===== src/design/bme_pkg.sv =====
package bme_pkg;

    // Width of the offset plaintext value: 255 + 2 needs nine bits.
    localparam int BASE_BITS = 9;
    localparam int PLAIN_OFFSET = 2;

    // Register indexes, taken from paddr[2].
    localparam logic REG_EXPONENT = 1'b0;
    localparam logic REG_MODULUS  = 1'b1;

    typedef enum logic [7:0] {
        S_IDLE      = 8'b0000_0001,
        S_BASE      = 8'b0000_0010,
        S_WAIT_BASE = 8'b0000_0100,
        S_CHECK     = 8'b0000_1000,
        S_WAIT_ACC  = 8'b0001_0000,
        S_SQR       = 8'b0010_0000,
        S_WAIT_SQR  = 8'b0100_0000,
        S_FINISH    = 8'b1000_0000
    } seq_state_t;

    typedef enum logic [1:0] {
        MM_IDLE = 2'b01,
        MM_RED  = 2'b10
    } mm_state_t;

    typedef struct packed {
        logic busy;
        logic done;
    } mm_status_t;

endpackage


===== src/design/bme_cfg.sv =====
module bme_cfg
    import bme_pkg::*;
#(
    parameter int MOD_BITS = 32
)
(
    input  logic                clk,
    input  logic                rst_n,
    input  logic                psel,
    input  logic                penable,
    input  logic                pwrite,
    input  logic [2:0]          paddr,
    input  logic [31:0]         pwdata,
    output logic [31:0]         prdata,
    output logic                pready,
    output logic [31:0]         exponent,
    output logic [MOD_BITS-1:0] modulus
);

    logic [31:0]         exp_reg;
    logic [31:0]         exp_next;
    logic [MOD_BITS-1:0] mod_reg;
    logic [MOD_BITS-1:0] mod_next;
    logic                wr_en;

    assign pready = 1'b1;
    assign wr_en  = psel && penable && pwrite;

    always_comb
    begin
        exp_next = exp_reg;
        mod_next = mod_reg;
        if (wr_en)
        begin
            unique case (paddr[2])
                REG_EXPONENT:
                begin
                    exp_next = pwdata;
                end
                REG_MODULUS:
                begin
                    // A zero modulus is refused and the old value stays.
                    if (pwdata[MOD_BITS-1:0] != '0)
                    begin
                        mod_next = pwdata[MOD_BITS-1:0];
                    end
                end
                default:
                begin
                    exp_next = exp_reg;
                end
            endcase
        end
    end

    always_ff @(posedge clk or negedge rst_n)
    begin
        if (!rst_n)
        begin
            exp_reg <= '0;
            mod_reg <= MOD_BITS'(1);
        end
        else
        begin
            exp_reg <= exp_next;
            mod_reg <= mod_next;
        end
    end

    always_comb
    begin
        unique case (paddr[2])
            REG_EXPONENT: prdata = exp_reg;
            REG_MODULUS:  prdata = 32'(mod_reg);
            default:      prdata = '0;
        endcase
    end

    assign exponent = exp_reg;
    assign modulus  = mod_reg;

endmodule


===== src/design/bme_modmul.sv =====
module bme_modmul
    import bme_pkg::*;
#(
    parameter int MOD_BITS = 32
)
(
    input  logic                clk,
    input  logic                rst_n,
    input  logic                start,
    input  logic [((MOD_BITS > BASE_BITS) ? MOD_BITS : BASE_BITS)-1:0] op_a,
    input  logic [((MOD_BITS > BASE_BITS) ? MOD_BITS : BASE_BITS)-1:0] op_b,
    input  logic [MOD_BITS-1:0] modulus,
    output logic [MOD_BITS-1:0] result,
    output mm_status_t          status
);

    localparam int OW = (MOD_BITS > BASE_BITS) ? MOD_BITS : BASE_BITS;
    localparam int PW = 2 * OW;
    localparam int CW = $clog2(PW);

    mm_state_t           state_reg;
    mm_state_t           state_next;
    logic [PW-1:0]       prod_reg;
    logic [PW-1:0]       prod_next;
    logic [MOD_BITS-1:0] rem_reg;
    logic [MOD_BITS-1:0] rem_next;
    logic [CW-1:0]       cnt_reg;
    logic [CW-1:0]       cnt_next;
    logic                done_reg;
    logic                done_next;
    logic [MOD_BITS:0]   rem_shift;
    logic [MOD_BITS:0]   rem_sub;
    logic [MOD_BITS:0]   mod_ext;

    // Restoring reduction: one product bit enters the remainder per cycle.
    assign mod_ext   = {1'b0, modulus};
    assign rem_shift = {rem_reg, prod_reg[PW-1]};
    assign rem_sub   = rem_shift - mod_ext;

    always_comb
    begin
        state_next = state_reg;
        prod_next  = prod_reg;
        rem_next   = rem_reg;
        cnt_next   = cnt_reg;
        done_next  = 1'b0;
        unique case (state_reg)
            MM_IDLE:
            begin
                if (start)
                begin
                    prod_next  = PW'(op_a) * PW'(op_b);
                    rem_next   = '0;
                    cnt_next   = CW'(PW - 1);
                    state_next = MM_RED;
                end
            end
            MM_RED:
            begin
                prod_next = {prod_reg[PW-2:0], 1'b0};
                if (rem_shift >= mod_ext)
                begin
                    rem_next = rem_sub[MOD_BITS-1:0];
                end
                else
                begin
                    rem_next = rem_shift[MOD_BITS-1:0];
                end
                cnt_next = cnt_reg - CW'(1);
                if (cnt_reg == CW'(0))
                begin
                    done_next  = 1'b1;
                    state_next = MM_IDLE;
                end
            end
            default:
            begin
                state_next = MM_IDLE;
            end
        endcase
    end

    always_ff @(posedge clk or negedge rst_n)
    begin
        if (!rst_n)
        begin
            state_reg <= MM_IDLE;
            done_reg  <= 1'b0;
        end
        else
        begin
            state_reg <= state_next;
            done_reg  <= done_next;
        end
    end

    always_ff @(posedge clk)
    begin
        prod_reg <= prod_next;
        rem_reg  <= rem_next;
        cnt_reg  <= cnt_next;
    end

    assign result      = rem_reg;
    assign status.busy = (state_reg == MM_RED);
    assign status.done = done_reg;

    // The partial remainder always stays below the modulus.
    a_rem_below_mod: assert property (@(posedge clk) disable iff (!rst_n)
        (state_reg == MM_RED) |-> (rem_reg < modulus))
        else $error("partial remainder reached the modulus");

endmodule


===== src/design/byte_modexp_encrypt_core.sv =====
// Each modular multiply loads the product of its operands, runs one restoring
// reduction step per bit of the 2*W-bit product and flags done, W = max(MOD_BITS, 9).
// One multiply reduces the base, one runs per set exponent bit and one square per
// exponent bit below the top one; S_FINISH then registers the result for out_valid.
// A new byte is refused until then; every multiply uses the one shared unit.
// Reset clears the sequencer and output valid, and sets exponent 0, modulus 1.
module byte_modexp_encrypt_core
    import bme_pkg::*;
#(
    parameter int MOD_BITS = 32
)
(
    input  logic        clk,
    input  logic        rst_n,
    input  logic        psel,
    input  logic        penable,
    input  logic        pwrite,
    input  logic [2:0]  paddr,
    input  logic [31:0] pwdata,
    output logic [31:0] prdata,
    output logic        pready,
    input  logic        in_valid,
    output logic        in_stall,
    input  logic [7:0]  plain_byte,
    output logic        out_valid,
    input  logic        out_stall,
    output logic [31:0] cipher_word
);

    localparam int OW = (MOD_BITS > BASE_BITS) ? MOD_BITS : BASE_BITS;

    logic [31:0]         exponent;
    logic [MOD_BITS-1:0] modulus;

    seq_state_t          state_reg;
    seq_state_t          state_next;
    logic [31:0]         exp_reg;
    logic [31:0]         exp_next;
    logic [MOD_BITS-1:0] acc_reg;
    logic [MOD_BITS-1:0] acc_next;
    logic [MOD_BITS-1:0] sq_reg;
    logic [MOD_BITS-1:0] sq_next;
    logic [7:0]          byte_reg;
    logic [7:0]          byte_next;
    logic                out_valid_reg;
    logic                out_valid_next;
    logic [31:0]         out_word_reg;
    logic [31:0]         out_word_next;

    logic                mm_start;
    logic [OW-1:0]       mm_a;
    logic [OW-1:0]       mm_b;
    logic [MOD_BITS-1:0] mm_result;
    mm_status_t          mm_status;

    bme_cfg #(
        .MOD_BITS (MOD_BITS)
    ) u_cfg (
        .clk      (clk),
        .rst_n    (rst_n),
        .psel     (psel),
        .penable  (penable),
        .pwrite   (pwrite),
        .paddr    (paddr),
        .pwdata   (pwdata),
        .prdata   (prdata),
        .pready   (pready),
        .exponent (exponent),
        .modulus  (modulus)
    );

    bme_modmul #(
        .MOD_BITS (MOD_BITS)
    ) u_modmul (
        .clk     (clk),
        .rst_n   (rst_n),
        .start   (mm_start),
        .op_a    (mm_a),
        .op_b    (mm_b),
        .modulus (modulus),
        .result  (mm_result),
        .status  (mm_status)
    );

    always_comb
    begin
        state_next     = state_reg;
        exp_next       = exp_reg;
        acc_next       = acc_reg;
        sq_next        = sq_reg;
        byte_next      = byte_reg;
        out_valid_next = out_valid_reg;
        out_word_next  = out_word_reg;
        mm_start       = 1'b0;
        mm_a           = OW'(acc_reg);
        mm_b           = OW'(sq_reg);

        if (out_valid_reg && !out_stall)
        begin
            out_valid_next = 1'b0;
        end

        unique case (state_reg)
            S_IDLE:
            begin
                if (in_valid)
                begin
                    byte_next = plain_byte;
                    exp_next  = exponent;
                    // With modulus one every residue is zero, even for exponent zero.
                    acc_next   = (modulus == MOD_BITS'(1)) ? '0 : MOD_BITS'(1);
                    state_next = S_BASE;
                end
            end
            S_BASE:
            begin
                // The base is reduced by multiplying it by one.
                mm_start   = 1'b1;
                mm_a       = OW'(byte_reg) + OW'(PLAIN_OFFSET);
                mm_b       = OW'(1);
                state_next = S_WAIT_BASE;
            end
            S_WAIT_BASE:
            begin
                if (mm_status.done)
                begin
                    sq_next    = mm_result;
                    state_next = S_CHECK;
                end
            end
            S_CHECK:
            begin
                if (exp_reg == '0)
                begin
                    state_next = S_FINISH;
                end
                else if (exp_reg[0])
                begin
                    mm_start   = 1'b1;
                    state_next = S_WAIT_ACC;
                end
                else
                begin
                    state_next = S_SQR;
                end
            end
            S_WAIT_ACC:
            begin
                if (mm_status.done)
                begin
                    acc_next   = mm_result;
                    state_next = S_SQR;
                end
            end
            S_SQR:
            begin
                exp_next = {1'b0, exp_reg[31:1]};
                // The square after the top exponent bit would go unused.
                if (exp_reg[31:1] == '0)
                begin
                    state_next = S_FINISH;
                end
                else
                begin
                    mm_start   = 1'b1;
                    mm_a       = OW'(sq_reg);
                    state_next = S_WAIT_SQR;
                end
            end
            S_WAIT_SQR:
            begin
                if (mm_status.done)
                begin
                    sq_next    = mm_result;
                    state_next = S_CHECK;
                end
            end
            S_FINISH:
            begin
                if (!out_valid_reg || !out_stall)
                begin
                    out_word_next  = 32'(acc_reg);
                    out_valid_next = 1'b1;
                    state_next     = S_IDLE;
                end
            end
            default:
            begin
                state_next = S_IDLE;
            end
        endcase
    end

    always_ff @(posedge clk or negedge rst_n)
    begin
        if (!rst_n)
        begin
            state_reg     <= S_IDLE;
            out_valid_reg <= 1'b0;
        end
        else
        begin
            state_reg     <= state_next;
            out_valid_reg <= out_valid_next;
        end
    end

    always_ff @(posedge clk)
    begin
        exp_reg      <= exp_next;
        acc_reg      <= acc_next;
        sq_reg       <= sq_next;
        byte_reg     <= byte_next;
        out_word_reg <= out_word_next;
    end

    assign in_stall    = (state_reg != S_IDLE);
    assign out_valid   = out_valid_reg;
    assign cipher_word = out_word_reg;

    a_accept_leaves_idle: assert property (@(posedge clk) disable iff (!rst_n)
        (in_valid && !in_stall) |=> (state_reg == S_BASE))
        else $error("accepted transfer did not start the sequencer");

    a_start_when_free: assert property (@(posedge clk) disable iff (!rst_n)
        mm_start |-> !mm_status.busy)
        else $error("multiply started while the unit was busy");

    a_done_in_wait: assert property (@(posedge clk) disable iff (!rst_n)
        mm_status.done |-> (state_reg == S_WAIT_BASE || state_reg == S_WAIT_ACC ||
                            state_reg == S_WAIT_SQR))
        else $error("multiply result arrived outside a wait state");

    a_result_reduced: assert property (@(posedge clk) disable iff (!rst_n)
        out_valid |-> (cipher_word < 32'(modulus)))
        else $error("result not reduced below the modulus");

endmodule


===== config.mk =====
export PLATFORM = sky130hd
export DESIGN_NAME = byte_modexp_encrypt_core
export DESIGN_NICKNAME = d
export VERILOG_FILES = /design/src/design/bme_pkg.sv /design/src/design/bme_cfg.sv /design/src/design/bme_modmul.sv /design/src/design/byte_modexp_encrypt_core.sv
export SDC_FILE = /design/constraint.sdc
export NUM_CORES = 2
export LEC_CHECK = 0
export BUFFER_PORTS_ARGS = -buffer_cell sky130_fd_sc_hd__buf_2
export CAP_MARGIN = 25
export CELL_PAD_IN_SITES_DETAIL_PLACEMENT = 0
export CELL_PAD_IN_SITES_GLOBAL_PLACEMENT = 1
export CORE_MARGIN = 2
export CORE_UTILIZATION = 40
export DETAILED_ROUTE_END_ITERATION = 8
export PLACE_DENSITY = 0.74
export RECOVER_POWER = 100
export SLEW_MARGIN = 15
export SYNTH_ARGS = -nofsm -noshare
export SYNTH_HDL_FRONTEND = slang
export SYNTH_HIERARCHICAL = 1
export SYNTH_SLANG_ARGS = --single-unit

===== constraint.sdc =====
create_clock -name clk -period 11.3 [get_ports clk]
set_input_delay 1.13 -clock clk [delete_from_list [all_inputs] [get_ports clk]]
set_output_delay 1.13 -clock clk [all_outputs]
set_load 0.01 [all_outputs]

Word-level counts from Yosys, hierarchy flattened
Index checks and enable logic that the tools add are counted.
Storage, ports and cells
  flip-flop bits (word level): 314
  output and inout bits: 67
  input port bits: 50
  logic and storage cells: 99
Cells by class
  mux-type cells: 37
  multiply operators: 1
  bitwise operators: 1
  reductions and logical operators: 24
  equality and inequality tests: 18
  magnitude comparators: 1
  add/subtract/negate cells: 3
Operator list (count)
  32-bit case mux with 2 select lines: 5
  32-bit 2-to-1 mux: 7
  64-bit case mux with 2 select lines: 1
  32-bit by 32-bit multiplier with 64-bit output: 1
  64-bit 2-to-1 mux: 1
  8-bit case mux with 7 select lines: 1
  8-bit 2-to-1 mux: 6
  33-bit by 32-bit greater-or-equal comparator with 1-bit output: 1
  32-bit by 1-bit == test with 1-bit output, second input constant: 1
  32-bit logical NOT: 1
  32-bit nonzero test: 1
  32-bit subtractor: 1
  31-bit logical NOT: 1
  2-bit AND reduction: 7
  6-bit 2-to-1 mux: 2
  6-bit case mux with 2 select lines: 1
  8-bit by 2-bit adder with 9-bit output, second input constant: 1
  1-bit 2-to-1 mux: 9
  8-bit by 1-bit == test with 1-bit output, second input constant: 1
  8-bit by 2-bit == test with 1-bit output, second input constant: 1
  8-bit by 3-bit == test with 1-bit output, second input constant: 1
  8-bit by 4-bit == test with 1-bit output, second input constant: 1
  8-bit by 5-bit == test with 1-bit output, second input constant: 1
  8-bit by 6-bit == test with 1-bit output, second input constant: 1
  20 further kinds: 31

Depth between registers and ports, before layout
  word-level depth: 6
  gate-level depth with buffers: 36
  mapped depth without buffers: 31

By module
The synthesis kept the hierarchy.
Modules (own cells, without submodules)
  bme_modmul: seq. area each 3139.3 um2, cells an instance 4315, instances 1, area each 39584.2 um2
  byte_modexp_encrypt_core: seq. area each 4310.4 um2, cells an instance 466, instances 1, area each 6442.4 um2
  bme_cfg: seq. area each 1602.8 um2, cells an instance 185, instances 1, area each 2855.2 um2

Worst setup path after synthesis
No wires, ideal clock.
  path kind: register to register
  start point: register state_reg[6] (netlist name)
  end point: register u_modmul.prod_reg[63], data pin
  arrival: 8.707 ns
  cell stages (with the launch flop): 35
  buffers on the path: 6
  library setup time: 0.263 ns
  data required time: 11.037 ns
  path slack: 2.330 ns
  clock period less this slack: 8.970 ns
  path through: dfrtp_1 -> buf_6 -> or4_1 -> buf_4 -> nor4_4 -> o21ai_2 -> buf_6 -> buf_8 -> mux2i_1 -> clkbuf_1 -> and2_1 -> fa_1 -> fa_1 -> inv_1 -> fa_1 -> fa_1 -> inv_1 -> fa_1 -> fa_1 -> fa_1 -> inv_1 -> fa_1 -> inv_1 -> ha_1 -> buf_2 -> a21oi_1 -> o21ai_0 -> a221o_1 -> a21oi_2 -> and3_1 -> a21oi_2 -> a31o_4 -> a221o_1 -> nor4b_2 -> a211oi_1
RTL lines
  end signal: assignment: line bme_modmul.sv:99  | prod_reg <= prod_next;
  end: declaration: line bme_modmul.sv:23  | logic [PW-1:0] prod_reg;

==> metrics.md <==
| Metric | Value |
|---|---|
| DR WL met2 | `roughly 58 mm` |
| Mean Syn Cell Area | `9.84 sq um` |
| Critical path startpoint category | `register` |
| Post-CTS Setup Bufs | `0` |
| Iteration-0 DRC Markers | `roughly 1700` |
| Post-CTS Hold Fix Bufs | `0` |
| Synthesized area | `48900 sq um` |
| Number of routed nets with antenna violations | `0` |
| Vias | `33200` |
| Total GRT Usage | `0.202` |
| Async SR Flop Fraction | `0.242` |
| M1 wire length | `between 50 and 60 mm` |
| Largest register FFs | `64` |
| Unrepaired setup endpoints after global routing | `false` |
| Max FO, Critical Path | `9` |
| FF+latch count, synth | `around 310` |
| Clk root buf | `clkbuf_16` |
| # resized after CTS | `0` |
| GP Congestion | `~0.90` |
| I/O pin count | `about 120` |
| Die X-Extent | `about 350 um` |
| Worst reg2reg path depth | `26` |
| Rows | `around 130` |
| Final Hold Fails | `0` |
| Top sig layer | `met4` |
| Post-Syn Instances | `around 5000` |
| Ys flop type | `edfxtp_1` |
| Longest Clk Path Bufs | `3` |
| Vias in the first global route | `36100` |
| First-pass GRT wire length | `around 200 mm` |
| CP endpoint kind | `register` |
| Fin crit period | `~11000 ps` |
| Largest net degree at the start of global routing | `77` |
| Crit path DAT | `between 10000 and 15000 ps` |
| Port bufs | `around 110` |
| CP Data Required Time | `between 10000 and 15000 ps` |
| Final Cycle Share | `0.957` |
| Final #Nets | `just over 6000` |
| R2R Path Start | `state_reg[6]` |
| Most used cell, CP | `fa_1` |
| Full die area | `~130000 sq um` |
| Min-Delay Path Class | `register to register` |
| Num CTS Buffers | `29` |
| Min-Delay Path Depth | `0` |
| Critical path type | `register to register` |
| H-tree levels | `1` |
| TNS Setup | `0 ps` |
| Setup violations, final | `0` |
| DRC viols | `0` |
| Seq. cell area | `9050 sq um` |
| Post-DP HPWL | `about 100 mm` |
| R2R setup slack | `around 500 ps` |
| Layout area overhead | `7.14%` |
| Crit path largest cell delay | `810 ps` |
| Routed len/inst | `around 19 um` |
| Most common cell after layout, fill and taps aside | `inv_1` |
| Rel. slew slack | `-1.53` |
| Most frequent cells in the layout | `937 x inv_1, 897 x fa_1, 616 x and2_1` |
| Max-cap violations | `14` |
| CTS tree | `built` |
| Avg Vias per Cell | `around 5.0` |
| Status | `finished, violations left` |
| Placeable Area | `around 120000 sq um` |
| Max-slew violation count | `587` |
| Area of the multi-input gates | `roughly 35000 sq um` |
| DRT Wirelength | `roughly 120 mm` |
| Met3 wire length | `around 5.2 mm` |
| Sequential share of the synthesized area | `0.185` |
| Library cells used by synthesis | `91` |
| Initial antenna violation count | `2` |
| Warnings from Yosys | `6` |
| Fillcell total | `between 10000 and 15000` |
| Worst slew pin tran | `approximately 3800 ps` |
| Clk_lat worst skew | `around 570 ps` |
| Worst Min Path Start | `acc_reg[11]` |
| CP max-delay cell | `o221ai_2` |
| WHS Endpoint | `cipher_word[11]` |
| CTS Sinks | `between 300 and 400` |
| Fraction of layout cells with a size suffix above 1 | `0.0753` |
| Clock skew | `between 15 and 20 ps` |
| FF-to-FF End | `u_modmul/prod_reg[51]` |
| Failing checks | `capacitance limit, slew limit` |
| GR Overflow Total | `0` |
| Initial Util | `0.402` |
| Post-synth net total | `about 6200` |
| First drt pass iteration count | `5` |
| Die height | `around 350 um` |
| Clock Pin Slew Worst Setup and Hold Paths | `70 ps` |
| Post-synth EDFFs | `approximately 240` |
| Maximum clock rate | `around 92 MHz` |
per-layer routing:
layer	track usage	up-vias
li1	-	15300
met1	0.286	17100
met2	0.339	724
met3	0.0176	128
met4	0.0467	0
met5	0	-
worst max-delay path by stage:
stage	from	end	slack, ps	depth (start not counted)
6_report	state_reg[6]	u_modmul/prod_reg[51]	490	26
5_1_grt	exp_reg[23]	u_modmul/prod_reg[63]	170	28
4_1_cts	exp_reg[23]	u_modmul/prod_reg[63]	760	28
3_5_place_dp	exp_reg[23]	u_modmul/prod_reg[63]	790	28
3_3_place_gp	exp_reg[23]	u_modmul/prod_reg[63]	830	28
2_1_floorplan	state_reg[6]	u_modmul/prod_reg[63]	2330	34
critical path, delay by kind of cell, from the launching register on:
family                     cells  cell delay, ps
muxes                          1             260
xor gates and xnor gates       1              90
buffers and inverters          3             640
DFF                            1             480
adders and majority gates      9            4510
and+or+nand+nor                7            2670
AOI/OAI and AO/OA              5            1860
layout make-up:
cell class	instances	area share
clock inverters	16	0.00263
flip-flops and latches	314	0.173
multi-input cells	3434	0.677
clock buffers	38	0.0151
repair buffers	229	0.0265
diodes	2	0.0000956
well taps	1625	0.0388
inverters	938	0.0672
logic make-up after synthesis:
family          count (synthesis)  synth area share
simple gates                 1551             0.162
buf+inv                      1218            0.0967
fa+ha+maj                    1195             0.444
compound gates                416            0.0557
flops                         314             0.185
mux                           181            0.0404
xor+xnor                       90            0.0161
other cells                     1         0.0000767
through the flow:
stage | hold slack [ps] | instances | setup WS, ps | instance area [sq um] | util
6_report | 446 | 6596 | 487 | 52400 | 0.431
3_5_place_dp | 435 | 6538 | 795 | 51700 | 0.425
4_1_cts | 443 | 6592 | 758 | 52600 | 0.433
2_1_floorplan | 426 | 4966 | 2330 | 48900 | -
5_1_grt | 457 | 6594 | 167 | 52400 | 0.431
3_3_place_gp | 430 | 6534 | 831 | 51600 | 0.425
synth_stat cells (58+ instances only):
library cell	count	share of area
nor2_1	151	0.012
o21ai_0	67	0.0069
fa_1	897	0.37
mux2_2	121	0.028
inv_1	937	0.072
dfrtp_1	73	0.037
nand2_1	577	0.044
a21oi_1	137	0.014
and2_1	639	0.082
clkbuf_1	233	0.018
a21o_1	61	0.0094
edfxtp_1	238	0.15
xnor2_1	58	0.010
ha_1	298	0.076
Power is not shown: default switching activity piles up to over one toggle a cycle in this logic, so the estimate is an artifact.
